==> src/hdl/sha256_hash_engine_unit_assert.svh <==
// ---------------------------------------------------------------------------
// SHA-256 hash engine assertion macros
// Shorthand for the concurrent checks written at the end of the top level.
// ---------------------------------------------------------------------------
`ifndef SHA256_HASH_ENGINE_UNIT_ASSERT_SVH
`define SHA256_HASH_ENGINE_UNIT_ASSERT_SVH

// Same-cycle implication, checked outside reset
`define SHA256_ASSERT_IMP(lbl, ck, rn, ante, cons, msg) \
	lbl: assert property (@(posedge ck) disable iff (!rn) (ante) |-> (cons)) \
		else $error(msg);

// Next-cycle implication, checked outside reset
`define SHA256_ASSERT_NXT(lbl, ck, rn, ante, cons, msg) \
	lbl: assert property (@(posedge ck) disable iff (!rn) (ante) |=> (cons)) \
		else $error(msg);

`endif

==> src/hdl/sha256_pkg.sv <==
// ---------------------------------------------------------------------------
// SHA-256 hash engine package
// Item types, block queue control structs, hash constants and sigma functions.
// ---------------------------------------------------------------------------
`default_nettype none

package sha256_pkg;

	// Default number of 512-bit blocks buffered between packer and core
	localparam int unsigned BLKQ_DEPTH = 2;

	// Padding constants
	localparam logic [7:0] PAD_BYTE = 8'h80;
	localparam logic [5:0] LEN_POS  = 6'd56;
	localparam logic [5:0] BLK_LAST = 6'd63;

	typedef struct packed {
		logic [7:0] data_byte;
		logic       final_byte;
	} in_item_t;

	typedef struct packed {
		logic [31:0] digest_word;
		logic [2:0]  word_number;
		logic        last_word;
	} out_item_t;

	// Packer to block queue: one byte write, optional block push
	typedef struct packed {
		logic       en;
		logic [3:0] word;
		logic [1:0] lane;
		logic [7:0] data;
		logic       push;
		logic       last;
	} blkq_wr_t;

	// Core to block queue: word read address and block release
	typedef struct packed {
		logic [3:0] rd_word;
		logic       pop;
	} blkq_rd_t;

	// Block queue status
	typedef struct packed {
		logic room;
		logic avail;
		logic head_last;
	} blkq_stat_t;

	localparam logic [31:0] IV [8] = '{
		32'h6A09E667, 32'hBB67AE85, 32'h3C6EF372, 32'hA54FF53A,
		32'h510E527F, 32'h9B05688C, 32'h1F83D9AB, 32'h5BE0CD19
	};

	localparam logic [31:0] K_TAB [64] = '{
		32'h428a2f98, 32'h71374491, 32'hb5c0fbcf, 32'he9b5dba5,
		32'h3956c25b, 32'h59f111f1, 32'h923f82a4, 32'hab1c5ed5,
		32'hd807aa98, 32'h12835b01, 32'h243185be, 32'h550c7dc3,
		32'h72be5d74, 32'h80deb1fe, 32'h9bdc06a7, 32'hc19bf174,
		32'he49b69c1, 32'hefbe4786, 32'h0fc19dc6, 32'h240ca1cc,
		32'h2de92c6f, 32'h4a7484aa, 32'h5cb0a9dc, 32'h76f988da,
		32'h983e5152, 32'ha831c66d, 32'hb00327c8, 32'hbf597fc7,
		32'hc6e00bf3, 32'hd5a79147, 32'h06ca6351, 32'h14292967,
		32'h27b70a85, 32'h2e1b2138, 32'h4d2c6dfc, 32'h53380d13,
		32'h650a7354, 32'h766a0abb, 32'h81c2c92e, 32'h92722c85,
		32'ha2bfe8a1, 32'ha81a664b, 32'hc24b8b70, 32'hc76c51a3,
		32'hd192e819, 32'hd6990624, 32'hf40e3585, 32'h106aa070,
		32'h19a4c116, 32'h1e376c08, 32'h2748774c, 32'h34b0bcb5,
		32'h391c0cb3, 32'h4ed8aa4a, 32'h5b9cca4f, 32'h682e6ff3,
		32'h748f82ee, 32'h78a5636f, 32'h84c87814, 32'h8cc70208,
		32'h90befffa, 32'ha4506ceb, 32'hbef9a3f7, 32'hc67178f2
	};

	function automatic logic [31:0] big_sig0(input logic [31:0] x);
		return {x[1:0], x[31:2]} ^ {x[12:0], x[31:13]} ^ {x[21:0], x[31:22]};
	endfunction

	function automatic logic [31:0] big_sig1(input logic [31:0] x);
		return {x[5:0], x[31:6]} ^ {x[10:0], x[31:11]} ^ {x[24:0], x[31:25]};
	endfunction

	function automatic logic [31:0] sml_sig0(input logic [31:0] x);
		return {x[6:0], x[31:7]} ^ {x[17:0], x[31:18]} ^ {3'b000, x[31:3]};
	endfunction

	function automatic logic [31:0] sml_sig1(input logic [31:0] x);
		return {x[16:0], x[31:17]} ^ {x[18:0], x[31:19]} ^ {10'b0, x[31:10]};
	endfunction

endpackage

`default_nettype wire

==> src/hdl/sha256_hash_engine_unit.sv <==
// ---------------------------------------------------------------------------
// SHA-256 hash engine
// Message bytes go in one per push, the last one flagged with final_byte;
// eight digest words come out, word_number 0 first, last_word on the eighth.
// Bytes are taken one per cycle while the block queue (BLK_DEPTH blocks,
// default 2) has a free entry. The core compresses each 64-byte block in a
// start step, 64 rounds at one round per cycle and a chain update, held on a
// message's last block until the digest buffer is free; the rounds set the
// sustained rate. After the final byte the packer writes the padding one
// byte a cycle while the queue has room, up to the end of the block, plus
// a whole extra block when fewer than nine bytes remain, and takes no new
// byte meanwhile. The digest is ready after its last chain update and drains
// as eight items; the next message may be packed and compressed meanwhile.
// ---------------------------------------------------------------------------
`default_nettype none

`include "sha256_hash_engine_unit_assert.svh"

module sha256_hash_engine_unit import sha256_pkg::*; #(
	parameter int unsigned BLK_DEPTH = BLKQ_DEPTH
) (
	input  wire logic     clk,
	input  wire logic     arst_n,
	input  wire logic     push,
	output logic          full,
	input  wire in_item_t item,
	output logic          empty,
	input  wire logic     pop,
	output out_item_t     result
);

	blkq_wr_t    qwr;
	blkq_rd_t    qrd;
	blkq_stat_t  qstat;
	logic [31:0] rd_data;

	sha256_front u_front (
		.clk    (clk),
		.arst_n (arst_n),
		.push   (push),
		.full   (full),
		.item   (item),
		.qstat  (qstat),
		.qwr    (qwr)
	);

	sha256_blkq #(
		.DEPTH (BLK_DEPTH)
	) u_blkq (
		.clk     (clk),
		.arst_n  (arst_n),
		.qwr     (qwr),
		.qrd     (qrd),
		.qstat   (qstat),
		.rd_data (rd_data)
	);

	sha256_back u_back (
		.clk     (clk),
		.arst_n  (arst_n),
		.qstat   (qstat),
		.rd_data (rd_data),
		.qrd     (qrd),
		.empty   (empty),
		.pop     (pop),
		.result  (result)
	);

	// Byte writes only into a free queue entry
	`SHA256_ASSERT_IMP(a_push_room, clk, arst_n, qwr.en, qstat.room, "block queue written while full")
	// Core releases only a block that is present
	`SHA256_ASSERT_IMP(a_pop_avail, clk, arst_n, qrd.pop, qstat.avail, "block queue popped while empty")
	// Digest buffer drains after its eighth word
	`SHA256_ASSERT_NXT(a_dig_drain, clk, arst_n, pop && !empty && result.last_word, empty, "digest still pending after last word")

endmodule

`default_nettype wire

==> src/hdl/sha256_front.sv <==
// ---------------------------------------------------------------------------
// SHA-256 byte packer and padder
// Writes message bytes into the free block-queue entry, then pads the tail
// with the marker byte, zeros and the 64-bit bit length, one byte a cycle.
// ---------------------------------------------------------------------------
`default_nettype none

module sha256_front import sha256_pkg::*; (
	input  wire logic       clk,
	input  wire logic       arst_n,
	input  wire logic       push,
	output logic            full,
	input  wire in_item_t   item,
	input  wire blkq_stat_t qstat,
	output blkq_wr_t        qwr
);

	localparam logic F_FILL = 1'b0;
	localparam logic F_PAD  = 1'b1;

	logic        state_q;
	logic [5:0]  pos_q;
	logic [60:0] count_q;
	logic [63:0] len_q;
	logic        pad_first_q;
	logic        len_ok_q;

	logic        in_fill;
	logic        accept;
	logic        pad_go;
	logic        pos_end;
	logic        len_ok_now;
	logic [2:0]  len_idx;
	logic [7:0]  len_byte;
	logic [7:0]  pad_byte;
	logic [60:0] cnt_next;

	// Classify the current cycle
	assign in_fill  = (state_q == F_FILL);
	assign accept   = push && in_fill && qstat.room;
	assign full     = !(in_fill && qstat.room);
	assign pad_go   = (state_q == F_PAD) && qstat.room;
	assign pos_end  = (pos_q == BLK_LAST);
	assign cnt_next = count_q + 61'd1;

	// Length goes in this block once the marker sits before the length field
	assign len_ok_now = pad_first_q ? (pos_q < LEN_POS) : len_ok_q;
	assign len_idx    = 3'd7 - pos_q[2:0];
	assign len_byte   = len_q[{len_idx, 3'b000} +: 8];

	always_comb begin
		if (pad_first_q) begin
			pad_byte = PAD_BYTE;
		end else if (len_ok_now && (pos_q >= LEN_POS)) begin
			pad_byte = len_byte;
		end else begin
			pad_byte = 8'h00;
		end
	end

	// Drive the byte write into the queue tail entry
	always_comb begin
		qwr.en   = accept || pad_go;
		qwr.word = pos_q[5:2];
		qwr.lane = pos_q[1:0];
		qwr.data = in_fill ? item.data_byte : pad_byte;
		qwr.push = (accept || pad_go) && pos_end;
		qwr.last = !in_fill && len_ok_now;
	end

	// Advance position, count and pad sequence
	always_ff @(posedge clk or negedge arst_n) begin
		if (!arst_n) begin
			state_q     <= F_FILL;
			pos_q       <= '0;
			count_q     <= '0;
			pad_first_q <= 1'b0;
			len_ok_q    <= 1'b0;
		end else if (accept) begin
			pos_q   <= pos_q + 6'd1;
			count_q <= cnt_next;
			if (item.final_byte) begin
				state_q     <= F_PAD;
				pad_first_q <= 1'b1;
			end
		end else if (pad_go) begin
			pos_q       <= pos_q + 6'd1;
			pad_first_q <= 1'b0;
			if (pos_end) begin
				if (len_ok_now) begin
					state_q <= F_FILL;
					count_q <= '0;
				end else begin
					len_ok_q <= 1'b1;
				end
			end else if (pad_first_q) begin
				len_ok_q <= (pos_q < LEN_POS);
			end
		end
	end

	// Latch the message bit length on the final byte
	always_ff @(posedge clk) begin
		if (accept && item.final_byte) begin
			len_q <= {cnt_next, 3'b000};
		end
	end

endmodule

`default_nettype wire

==> src/hdl/sha256_blkq.sv <==
// ---------------------------------------------------------------------------
// SHA-256 block queue
// Holds whole 512-bit blocks between packer and core; byte-wide writes at
// the tail entry, registered word reads from the head entry.
// ---------------------------------------------------------------------------
`default_nettype none

module sha256_blkq import sha256_pkg::*; #(
	parameter int unsigned DEPTH = BLKQ_DEPTH
) (
	input  wire logic       clk,
	input  wire logic       arst_n,
	input  wire blkq_wr_t   qwr,
	input  wire blkq_rd_t   qrd,
	output blkq_stat_t      qstat,
	output logic [31:0]     rd_data
);

	localparam int unsigned PW = (DEPTH > 1) ? $clog2(DEPTH) : 1;
	localparam int unsigned CW = $clog2(DEPTH + 1);
	localparam int unsigned AW = PW + 4;

	logic [31:0]     mem [DEPTH*16];
	logic [DEPTH-1:0] last_q;
	logic [PW-1:0]   wr_ptr_q;
	logic [PW-1:0]   rd_ptr_q;
	logic [CW-1:0]   cnt_q;

	logic [AW-1:0]   waddr;
	logic [AW-1:0]   raddr;

	assign waddr = {wr_ptr_q, qwr.word};
	assign raddr = {rd_ptr_q, qrd.rd_word};

	always_comb begin
		qstat.room      = (cnt_q < CW'(DEPTH));
		qstat.avail     = (cnt_q != '0);
		qstat.head_last = last_q[rd_ptr_q];
	end

	// Byte write into the tail entry, registered word read from the head
	always_ff @(posedge clk) begin
		if (qwr.en) begin
			mem[waddr][{~qwr.lane, 3'b000} +: 8] <= qwr.data;
		end
		if (qwr.push) begin
			last_q[wr_ptr_q] <= qwr.last;
		end
		rd_data <= mem[raddr];
	end

	// Advance pointers and occupancy
	always_ff @(posedge clk or negedge arst_n) begin
		if (!arst_n) begin
			wr_ptr_q <= '0;
			rd_ptr_q <= '0;
			cnt_q    <= '0;
		end else begin
			if (qwr.push) begin
				wr_ptr_q <= (wr_ptr_q == PW'(DEPTH - 1)) ? '0 : wr_ptr_q + PW'(1);
			end
			if (qrd.pop) begin
				rd_ptr_q <= (rd_ptr_q == PW'(DEPTH - 1)) ? '0 : rd_ptr_q + PW'(1);
			end
			if (qwr.push && !qrd.pop) begin
				cnt_q <= cnt_q + CW'(1);
			end else if (qrd.pop && !qwr.push) begin
				cnt_q <= cnt_q - CW'(1);
			end
		end
	end

endmodule

`default_nettype wire

==> src/hdl/sha256_back.sv <==
// ---------------------------------------------------------------------------
// SHA-256 compression core and digest buffer
// Runs 64 rounds over the head block, one round a cycle, updates the chain
// value and presents the digest of each finished message as eight items.
// ---------------------------------------------------------------------------
`default_nettype none

module sha256_back import sha256_pkg::*; (
	input  wire logic        clk,
	input  wire logic        arst_n,
	input  wire blkq_stat_t  qstat,
	input  wire logic [31:0] rd_data,
	output blkq_rd_t         qrd,
	output logic             empty,
	input  wire logic        pop,
	output out_item_t        result
);

	localparam logic [1:0] B_IDLE  = 2'd0;
	localparam logic [1:0] B_ROUND = 2'd1;
	localparam logic [1:0] B_FINAL = 2'd2;

	logic [1:0]  state_q;
	logic [5:0]  t_q;
	logic        last_blk_q;
	logic [31:0] chain_q [8];
	logic [31:0] work_q [8];
	logic [31:0] win_q [15];
	logic [31:0] wsch_q;
	logic [31:0] dig_q [8];
	logic        dig_valid_q;
	logic [2:0]  rd_idx_q;

	logic [31:0] w_cur;
	logic [31:0] t1;
	logic [31:0] t2;
	logic [31:0] ch;
	logic [31:0] maj;
	logic [31:0] w_next;
	logic [31:0] new_chain [8];
	logic        start;
	logic        finish;
	logic        out_pop;

	// Round inputs: block words for the first sixteen rounds, then schedule
	assign w_cur  = (t_q[5:4] == 2'd0) ? rd_data : wsch_q;
	assign ch     = (work_q[4] & work_q[5]) ^ (~work_q[4] & work_q[6]);
	assign maj    = (work_q[0] & work_q[1]) ^ (work_q[0] & work_q[2]) ^
	                (work_q[1] & work_q[2]);
	assign t1     = work_q[7] + big_sig1(work_q[4]) + ch + K_TAB[t_q] + w_cur;
	assign t2     = big_sig0(work_q[0]) + maj;
	assign w_next = sml_sig1(win_q[0]) + win_q[5] + sml_sig0(win_q[13]) + win_q[14];

	always_comb begin
		for (int i = 0; i < 8; i++) begin
			new_chain[i] = chain_q[i] + work_q[i];
		end
	end

	// Start on a waiting block; last blocks wait for a free digest buffer
	assign start   = (state_q == B_IDLE) && qstat.avail;
	assign finish  = (state_q == B_FINAL) && (!last_blk_q || !dig_valid_q);
	assign out_pop = pop && dig_valid_q;

	always_comb begin
		qrd.pop     = finish;
		qrd.rd_word = (state_q == B_ROUND) ? (t_q[3:0] + 4'd1) : 4'd0;
	end

	// Sequence rounds, chain update and digest hand-off
	always_ff @(posedge clk or negedge arst_n) begin
		if (!arst_n) begin
			state_q     <= B_IDLE;
			t_q         <= '0;
			dig_valid_q <= 1'b0;
			rd_idx_q    <= '0;
			for (int i = 0; i < 8; i++) begin
				chain_q[i] <= IV[i];
			end
		end else begin
			case (state_q)
				B_IDLE: begin
					if (start) begin
						state_q <= B_ROUND;
						t_q     <= '0;
					end
				end
				B_ROUND: begin
					t_q <= t_q + 6'd1;
					if (t_q == 6'd63) begin
						state_q <= B_FINAL;
					end
				end
				B_FINAL: begin
					if (finish) begin
						state_q <= B_IDLE;
						for (int i = 0; i < 8; i++) begin
							chain_q[i] <= last_blk_q ? IV[i] : new_chain[i];
						end
					end
				end
				default: begin
					state_q <= B_IDLE;
				end
			endcase

			// Drain the digest one word per pop
			if (finish && last_blk_q) begin
				dig_valid_q <= 1'b1;
				rd_idx_q    <= '0;
			end else if (out_pop) begin
				rd_idx_q <= rd_idx_q + 3'd1;
				if (rd_idx_q == 3'd7) begin
					dig_valid_q <= 1'b0;
				end
			end
		end
	end

	// Working registers, schedule window and digest words
	always_ff @(posedge clk) begin
		if (start) begin
			last_blk_q <= qstat.head_last;
			for (int i = 0; i < 8; i++) begin
				work_q[i] <= chain_q[i];
			end
		end else if (state_q == B_ROUND) begin
			work_q[0] <= t1 + t2;
			work_q[1] <= work_q[0];
			work_q[2] <= work_q[1];
			work_q[3] <= work_q[2];
			work_q[4] <= work_q[3] + t1;
			work_q[5] <= work_q[4];
			work_q[6] <= work_q[5];
			work_q[7] <= work_q[6];
			win_q[0]  <= w_cur;
			for (int i = 1; i < 15; i++) begin
				win_q[i] <= win_q[i-1];
			end
			wsch_q <= w_next;
		end
		if (finish && last_blk_q) begin
			for (int i = 0; i < 8; i++) begin
				dig_q[i] <= new_chain[i];
			end
		end
	end

	always_comb begin
		empty              = !dig_valid_q;
		result.digest_word = dig_q[rd_idx_q];
		result.word_number = rd_idx_q;
		result.last_word   = (rd_idx_q == 3'd7);
	end

endmodule

`default_nettype wire

==> config.mk <==
export PLATFORM = sky130hd
export DESIGN_NAME = sha256_hash_engine_unit
export DESIGN_NICKNAME = d
export VERILOG_FILES = /design/src/hdl/sha256_pkg.sv /design/src/hdl/sha256_hash_engine_unit.sv /design/src/hdl/sha256_front.sv /design/src/hdl/sha256_blkq.sv /design/src/hdl/sha256_back.sv
export VERILOG_INCLUDE_DIRS = /design/src /design/src/hdl
export SDC_FILE = /design/constraint.sdc
export NUM_CORES = 2
export LEC_CHECK = 0
export BUFFER_PORTS_ARGS = -buffer_cell sky130_fd_sc_hd__buf_4
export CORE_UTILIZATION = 40
export CTS_CLUSTER_SIZE = 24
export DETAILED_ROUTE_END_ITERATION = 7
export SETUP_SLACK_MARGIN = 0.05
export SYNTH_ARGS = -nofsm -noshare
export SYNTH_HDL_FRONTEND = slang
export SYNTH_SLANG_ARGS = --single-unit
==> constraint.sdc <==
create_clock -name clk -period 32.7 [get_ports clk]
set_input_delay 1.635 -clock clk [delete_from_list [all_inputs] [get_ports clk]]
set_output_delay 1.635 -clock clk [all_outputs]
set_load 0.03 [all_outputs]
**Word level (Yosys, flattened, before mapping)**

Memory sizes are Yosys's and may differ from the RTL's. A register that Yosys moved wholly into a read port is not among the register bits.
Index checks and enable logic that the tools add are counted.

- Register bits after elaboration: 438
- RAM bits: 2016
- ROM bits: 2048
- Input port bits: 13
- Output and inout port bits: 38
- Word-level logic and storage cells: 217
- Memories: 5

- $add $sub $neg: 29
- $lt $le $gt $ge: 7
- Equality and inequality tests: 10
- Shift-type cells: 3
- Mux-type cells: 68
- Bitwise operators: 30
- Reductions and logical operators: 41

Memory list:

| name | depth | width | rd ports | clocked after Yosys merged registers in | wr ports | line | text |
|---|---|---|---|---|---|---|---|
| (no name shown) | 64 | 32 | 1 | 0 | 0 | sha256_back.sv:50 | `assign t1 = work_q[7] + big_sig1(work_q[4]) + ch + K_TAB[t_q] + w_cur;` |
| u_blkq.mem | 32 | 32 | 1 | 1 | 1 | sha256_blkq.sv:23 | `logic [31:0] mem [DEPTH*16];` |
| u_back.win_q | 15 | 32 | 15 | 0 | 15 | sha256_back.sv:28 | `logic [31:0] win_q [15];` |
| u_back.dig_q | 8 | 32 | 1 | 0 | 8 | sha256_back.sv:30 | `logic [31:0] dig_q [8];` |
| u_back.work_q | 8 | 32 | 8 | 0 | 8 | sha256_back.sv:27 | `logic [31:0] work_q [8];` |

Operators by type and width:

| cell | count |
|---|---|
| two-way mux 32 bit | 20 |
| adder 32 bit | 18 |
| XOR 32 bit | 9 |
| two-way mux 61 bit | 4 |
| AND 32 bit | 5 |
| variable part select 64 x 7 -> 8 bit | 1 |
| adder 61 x 1 -> 61 bit, second input constant | 1 |
| NOT 32 bit | 1 |
| variable shift 8 x 7 -> 32 bit, first input constant | 1 |
| variable part select 8 x 7 -> 32 bit | 1 |
| XOR 32 x 22 -> 32 bit | 1 |
| XOR 32 x 29 -> 32 bit | 1 |
| two-way mux 1 bit | 26 |
| two-way mux 8 bit | 3 |
| two-way mux 6 bit | 3 |
| nonzero test 2 bit | 8 |
| logical AND 1 bit | 15 |
| adder 6 x 1 -> 6 bit, second input constant | 2 |
| == test 6 bit, second input constant | 2 |
| case mux 6 bit (2 select lines) | 1 |
| two-way mux 2 bit | 5 |
| AND reduction 2 bit | 5 |
| AND reduction 3 bit | 3 |
| bitwise OR 1 bit | 8 |
| other kinds (30) | 44 |

**Logic depth before layout (Yosys ltp)**

- Word-level depth: 9
- Mapped depth: 41
- Depth with buffers taken out: 38

**By module**

Synthesis repeated with hierarchy kept, for this count alone.

- Cells, all modules: 9165
- Area total of the unflattened synthesis: 121884.4 µm²

Modules (own cells, without submodules):

| module | instances | cells each | area each (µm²) | sequential area each (µm²) |
|---|---|---|---|---|
| sha256_back | 1 | 5988 | 72997.5 | 37656.1 |
| sha256_blkq | 1 | 2469 | 41597.4 | 31550.3 |
| sha256_front | 1 | 708 | 7289.5 | 3583.4 |

**Worst setup path before layout**

OpenSTA, ideal clock, no wires.

- Path type: flip-flop to flip-flop
- From: register u_back.state_q[1]
- To: memory u_back.win_q[0][0] (enable)
- Setup time: 1077 ps
- Arrival time: 15027 ps
- Data required time: 31623 ps
- Slack: 16596 ps
- Cell stages (with the launch flop): 6
- Path buffers: 3
- Clock period less this slack: 16104 ps
- Cell sequence: dfrtp_1 -> nand2b_1 -> clkbuf_1 -> inv_2 -> clkbuf_1 -> clkbuf_1

RTL lines:

| element | line | text |
|---|---|---|
| from (decl) | sha256_back.sv:23 | `logic [1:0] state_q;` |
| from (signal assigned) | sha256_back.sv:73 | `state_q <= B_IDLE;` |
| from (signal assigned) | sha256_back.sv:84 | `state_q <= B_ROUND;` |
| from (signal assigned) | sha256_back.sv:91 | `state_q <= B_FINAL;` |
| to (decl) | sha256_back.sv:28 |  |

==> results.txt <==
----------------------------------------------------
[Floorplanning]
  Floorplan die width ... 549.8 um
  Die footprint ... 0.3023 mm2
  Placement Rows ... 200
  Initial cell density of the core ... 40.31%
  Area of the core ... 0.2978 mm2
  Vertical die dimension ... 549.8 um
  Number of placed I/O pins ... 51

[Route]
  Detail Route Antenna Nets ... 0
  WL final ... 344.6 mm
  Drt pass-1 iters ... 7
  DRT iter0 DRCs ... 8363
  Count of vias placed by the detailed router ... 75551
  Vias per Instance ... 5.813
  Final routed DRC violation total ... 0
  Routed wirelength normalized by instance count ... 26.51 um

[Synthesis]
  Fraction of post-synthesis cell area in the top cell type by area ... 52.84%
  Number of flops mapped to enable cells by yosys ... 2112
  Cell area after technology mapping ... 0.1200 mm2
  Number of synthesized register bits ... 2486
  Share of flip-flops with an asynchronous set or reset after synthesis ... 13.76%
  Fraction of the yosys area taken by sequential cells ... 60.65%
  Yosys top cell by area ... sky130_fd_sc_hd__edfxtp_1
  Synth Net Count ... 9440
  Yosys warning count ... 0
  Cell variety after synth ... 85
  Post-synthesis area per instance ... 13.59 um2
  Cell count after synthesis ... 8831
  Ranking of synthesized cells by area ... sky130_fd_sc_hd__edfxtp_1 53%, sky130_fd_sc_hd__mux4_2 5.1%, sky130_fd_sc_hd__dfrtp_1 4.3%, sky130_fd_sc_hd__ha_1 4.2%, sky130_fd_sc_hd__xnor2_1 3.6%
  Flip-flop cell with the highest count after synthesis ... sky130_fd_sc_hd__edfxtp_1

[Timing]
  Clock Skew ... 0.1285 ns
  Slew margin rel. ... 7.092%
  Max Clk Rate ... 84.43 MHz
  Unrepaired setup endpoints after global routing ... false
  Final Slew Violations ... 0
  Fraction of the cycle the final worst path needs ... 36.22%
  Setup violation total in the final timing report ... 0
  Final hold vios ... 0
  Shortest period the worst path allows ... 11.84 ns
  Least-Margin Pin Slew ... 1.392 ns
  Summed negative setup slack over all endpoints ... 0 ns

[Critical path]
  CP max-delay cell ... sky130_fd_sc_hd__ha_1
  Most common cell on crit path ... sky130_fd_sc_hd__fa_1
  Startpoint type of the worst setup path ... register
  Crit. End Element ... register
  Critical path class ... reg2reg
  Critical path peak fanout ... 16
  Required time worst endpoint ... 33.31 ns
  Slowest stage delay, CP ... 0.83 ns
  Arrival time reported for the critical path endpoint ... 12.45 ns

[Clock network]
  Clock transition at the registers of the reported paths ... 0.07 ns
  Post-CTS Setup Repair Bufs ... 0
  Post-CTS Hold Buffers ... 0
  Cell at the root of the clock tree ... sky130_fd_sc_hd__clkbuf_16
  Worst-Skew Late Latency ... 0.89 ns
  CTS Buffer Depth ... 4
  Number of buffers created by CTS ... 279
  Clock tree from TritonCTS ... built
  H-tree levels ... 5
  Post_cts resized ... 0
  Clock sinks ... 2486

[GRT]
  Global-route wire length before repair ... 506.1 mm
  All-layer global routing usage ... 22.53%
  Maximum number of pins on one net before global-route repair ... 190
  Grt total ovfl ... 0
  Initial antenna violation count ... 11
  Via count of the first global-routing pass ... 73627

[Place]
  Number of I/O port buffers ... 50
  Global placement routability congestion ... 0.9421
  Dpl hpwl ... 236.5 mm
  Standard cell area after detailed placement ... 0.1248 mm2

[Cells and area]
  Count of fill cells added during filler insertion ... 26436
  Total Nets Final ... 9447
  Syn-to-layout area delta ... 11.75%
  Proportion of layout cells with a drive suffix above 1 ... 13.24%
  Final design instance area without fill ... 0.1341 mm2

[Run]
  Max Cap Violations ... 0

[Power]
  Total leakage power ... 49.97 nW
  Power per Cell Area ... 49.36 mW/mm2
  VDD IR max ... 58.30 uV

[Worst hold path]
  Path category of the worst min-delay check ... reg2reg

[Run status]
  Result of the run ... finished, final reports clean

----------------------------------------------------
==> sequential cells by signal, summed over array words and instances (netlist names) <==
register / flops
u_back.chain_q: 256
u_back.dig_q: 256
u_back.dig_valid_q: 1
u_back.last_blk_q: 1
u_back.rd_idx_q: 3
u_back.state_q: 2
u_back.t_q: 6
u_back.win_q: 480
u_back.work_q: 256
u_back.wsch_q: 32
u_blkq.cnt_q: 2
u_blkq.last_q: 2
u_blkq.mem: 1024
u_blkq.rd_data: 32
u_blkq.rd_ptr_q: 1
u_blkq.wr_ptr_q: 1
u_front.count_q: 61
u_front.len_ok_q: 1
u_front.len_q: 61
u_front.pad_first_q: 1
u_front.pos_q: 6
u_front.state_q: 1
==> cells by family after synthesis <==
family / Yosys count / synth area share, %
and+or+nand+nor: 1886 / 6.824
muxes: 416 / 6.459
xor gates and xnor gates: 656 / 4.816
DFF: 2486 / 60.65
AOI/OAI and AO/OA: 2030 / 11.32
adders and majority gates: 619 / 7.624
buffers and inverters: 738 / 2.309
==> cells in the mapped netlist, types with 51 or more instances <==
cell type,instances
sky130_fd_sc_hd__buf_1,54
sky130_fd_sc_hd__a211oi_1,51
sky130_fd_sc_hd__ha_1,401
sky130_fd_sc_hd__nand2_1,954
sky130_fd_sc_hd__dfrtp_1,206
sky130_fd_sc_hd__o21ai_0,459
sky130_fd_sc_hd__fa_1,195
sky130_fd_sc_hd__inv_1,283
sky130_fd_sc_hd__o22a_1,129
sky130_fd_sc_hd__a21oi_1,383
sky130_fd_sc_hd__edfxtp_1,2112
sky130_fd_sc_hd__and3_1,57
sky130_fd_sc_hd__mux2_2,128
sky130_fd_sc_hd__nor3_1,67
sky130_fd_sc_hd__dfstp_2,136
sky130_fd_sc_hd__mux4_2,274
sky130_fd_sc_hd__xnor2_1,500
sky130_fd_sc_hd__a22o_1,139
sky130_fd_sc_hd__nor2_1,440
sky130_fd_sc_hd__nor2b_1,52
sky130_fd_sc_hd__clkbuf_1,393
sky130_fd_sc_hd__nand2b_1,62
sky130_fd_sc_hd__nand3_1,104
sky130_fd_sc_hd__o221ai_1,135
sky130_fd_sc_hd__o22ai_1,137
sky130_fd_sc_hd__a21o_1,189
sky130_fd_sc_hd__xor2_1,153
sky130_fd_sc_hd__o21a_1,64
==> placed cells by master, fill, tap and decap left out, drive strengths merged, types with 153 or more instances in the layout <==
| cell type | count |
|---|---|
| edfxtp | 2112 |
| nand2 | 954 |
| xnor2 | 501 |
| o21ai | 484 |
| nor2 | 440 |
| ha | 401 |
| a21oi | 383 |
| clkbuf | 360 |
| inv | 295 |
| mux4 | 274 |
| dfrtp | 206 |
| fa | 195 |
| a21o | 189 |
| buf | 174 |
| xor2 | 153 |
==> worst max-delay path, delay by kind of cell, from the launching register on <==
| kind | cells | cell delay (ns) |
|---|---|---|
| compound gates | 15 | 4.12 |
| buf+inv | 5 | 0.97 |
| mux | 1 | 0.26 |
| flops | 1 | 0.80 |
| xor+xnor | 2 | 0.41 |
| simple gates | 6 | 1.38 |
| fa+ha+maj | 8 | 3.67 |
==> worst paths after layout <==
check | from | end | slack, ns | cells after the start
max | u_back.t_q[1] | u_back.work_q[0][30] | 20.86 | 37
min | u_back.win_q[1][107] | u_back.win_q[1][139] | 0.37 | 0
max reg2reg | u_back.t_q[1] | u_back.work_q[0][30] | 20.86 | 37
min reg2reg | u_back.win_q[1][107] | u_back.win_q[1][139] | 0.37 | 0
max in group asynchronous | arst_n | u_back.rd_idx_q[0] | 29.39 | 4
min in group asynchronous | arst_n | u_back.chain_q[235] | 0.80 | 1
==> where the power goes <==
part	switching, W	internal (W)
clock network	0.00131	0.00190
logic	0.0000144	0.00000305
registers	0.0000000316	0.00339
total	0.00132	0.00530
==> metrics by stage <==
stage	setup slack, ns	utilization, %	cells	hold WS, ns	total power [W]
6_report	20.86	45.04	12997	0.3681	0.006620
5_1_grt	20.24	45.04	12994	0.3885	0.006788
4_1_cts	20.97	45.04	12993	0.3742	0.006676
3_5_place_dp	21.02	41.93	12496	0.4045	0.003479
3_3_place_gp	21.19	41.93	12496	0.4000	0.003478
2_1_floorplan	16.60	-	8831	0.4003	0.003464
==> area by class of cell <==
| type | instances | area, um2 | area share, % |
|---|---|---|---|
| diodes | 4 | 10.01 | 0.007463 |
| clock buffers | 360 | 7541 | 5.622 |
| clock inverters | 137 | 1729 | 1.289 |
| inverters | 290 | 1109 | 0.8265 |
| multi-input cells | 5607 | 44630 | 33.27 |
| flip-flops and latches | 2486 | 72810 | 54.28 |
| well taps | 3939 | 4928 | 3.674 |
| repair buffers | 174 | 1376 | 1.026 |
==> routing by layer <==
metal,track usage [%],vias up,wire [um]
met5,0,-,13
met4,6.273,2,9930
met3,3.540,514,25390
met2,34.01,2953,153100
met1,33.56,38767,156200
li1,-,33315,-
Note: power is estimated with default switching activity, not from simulation.
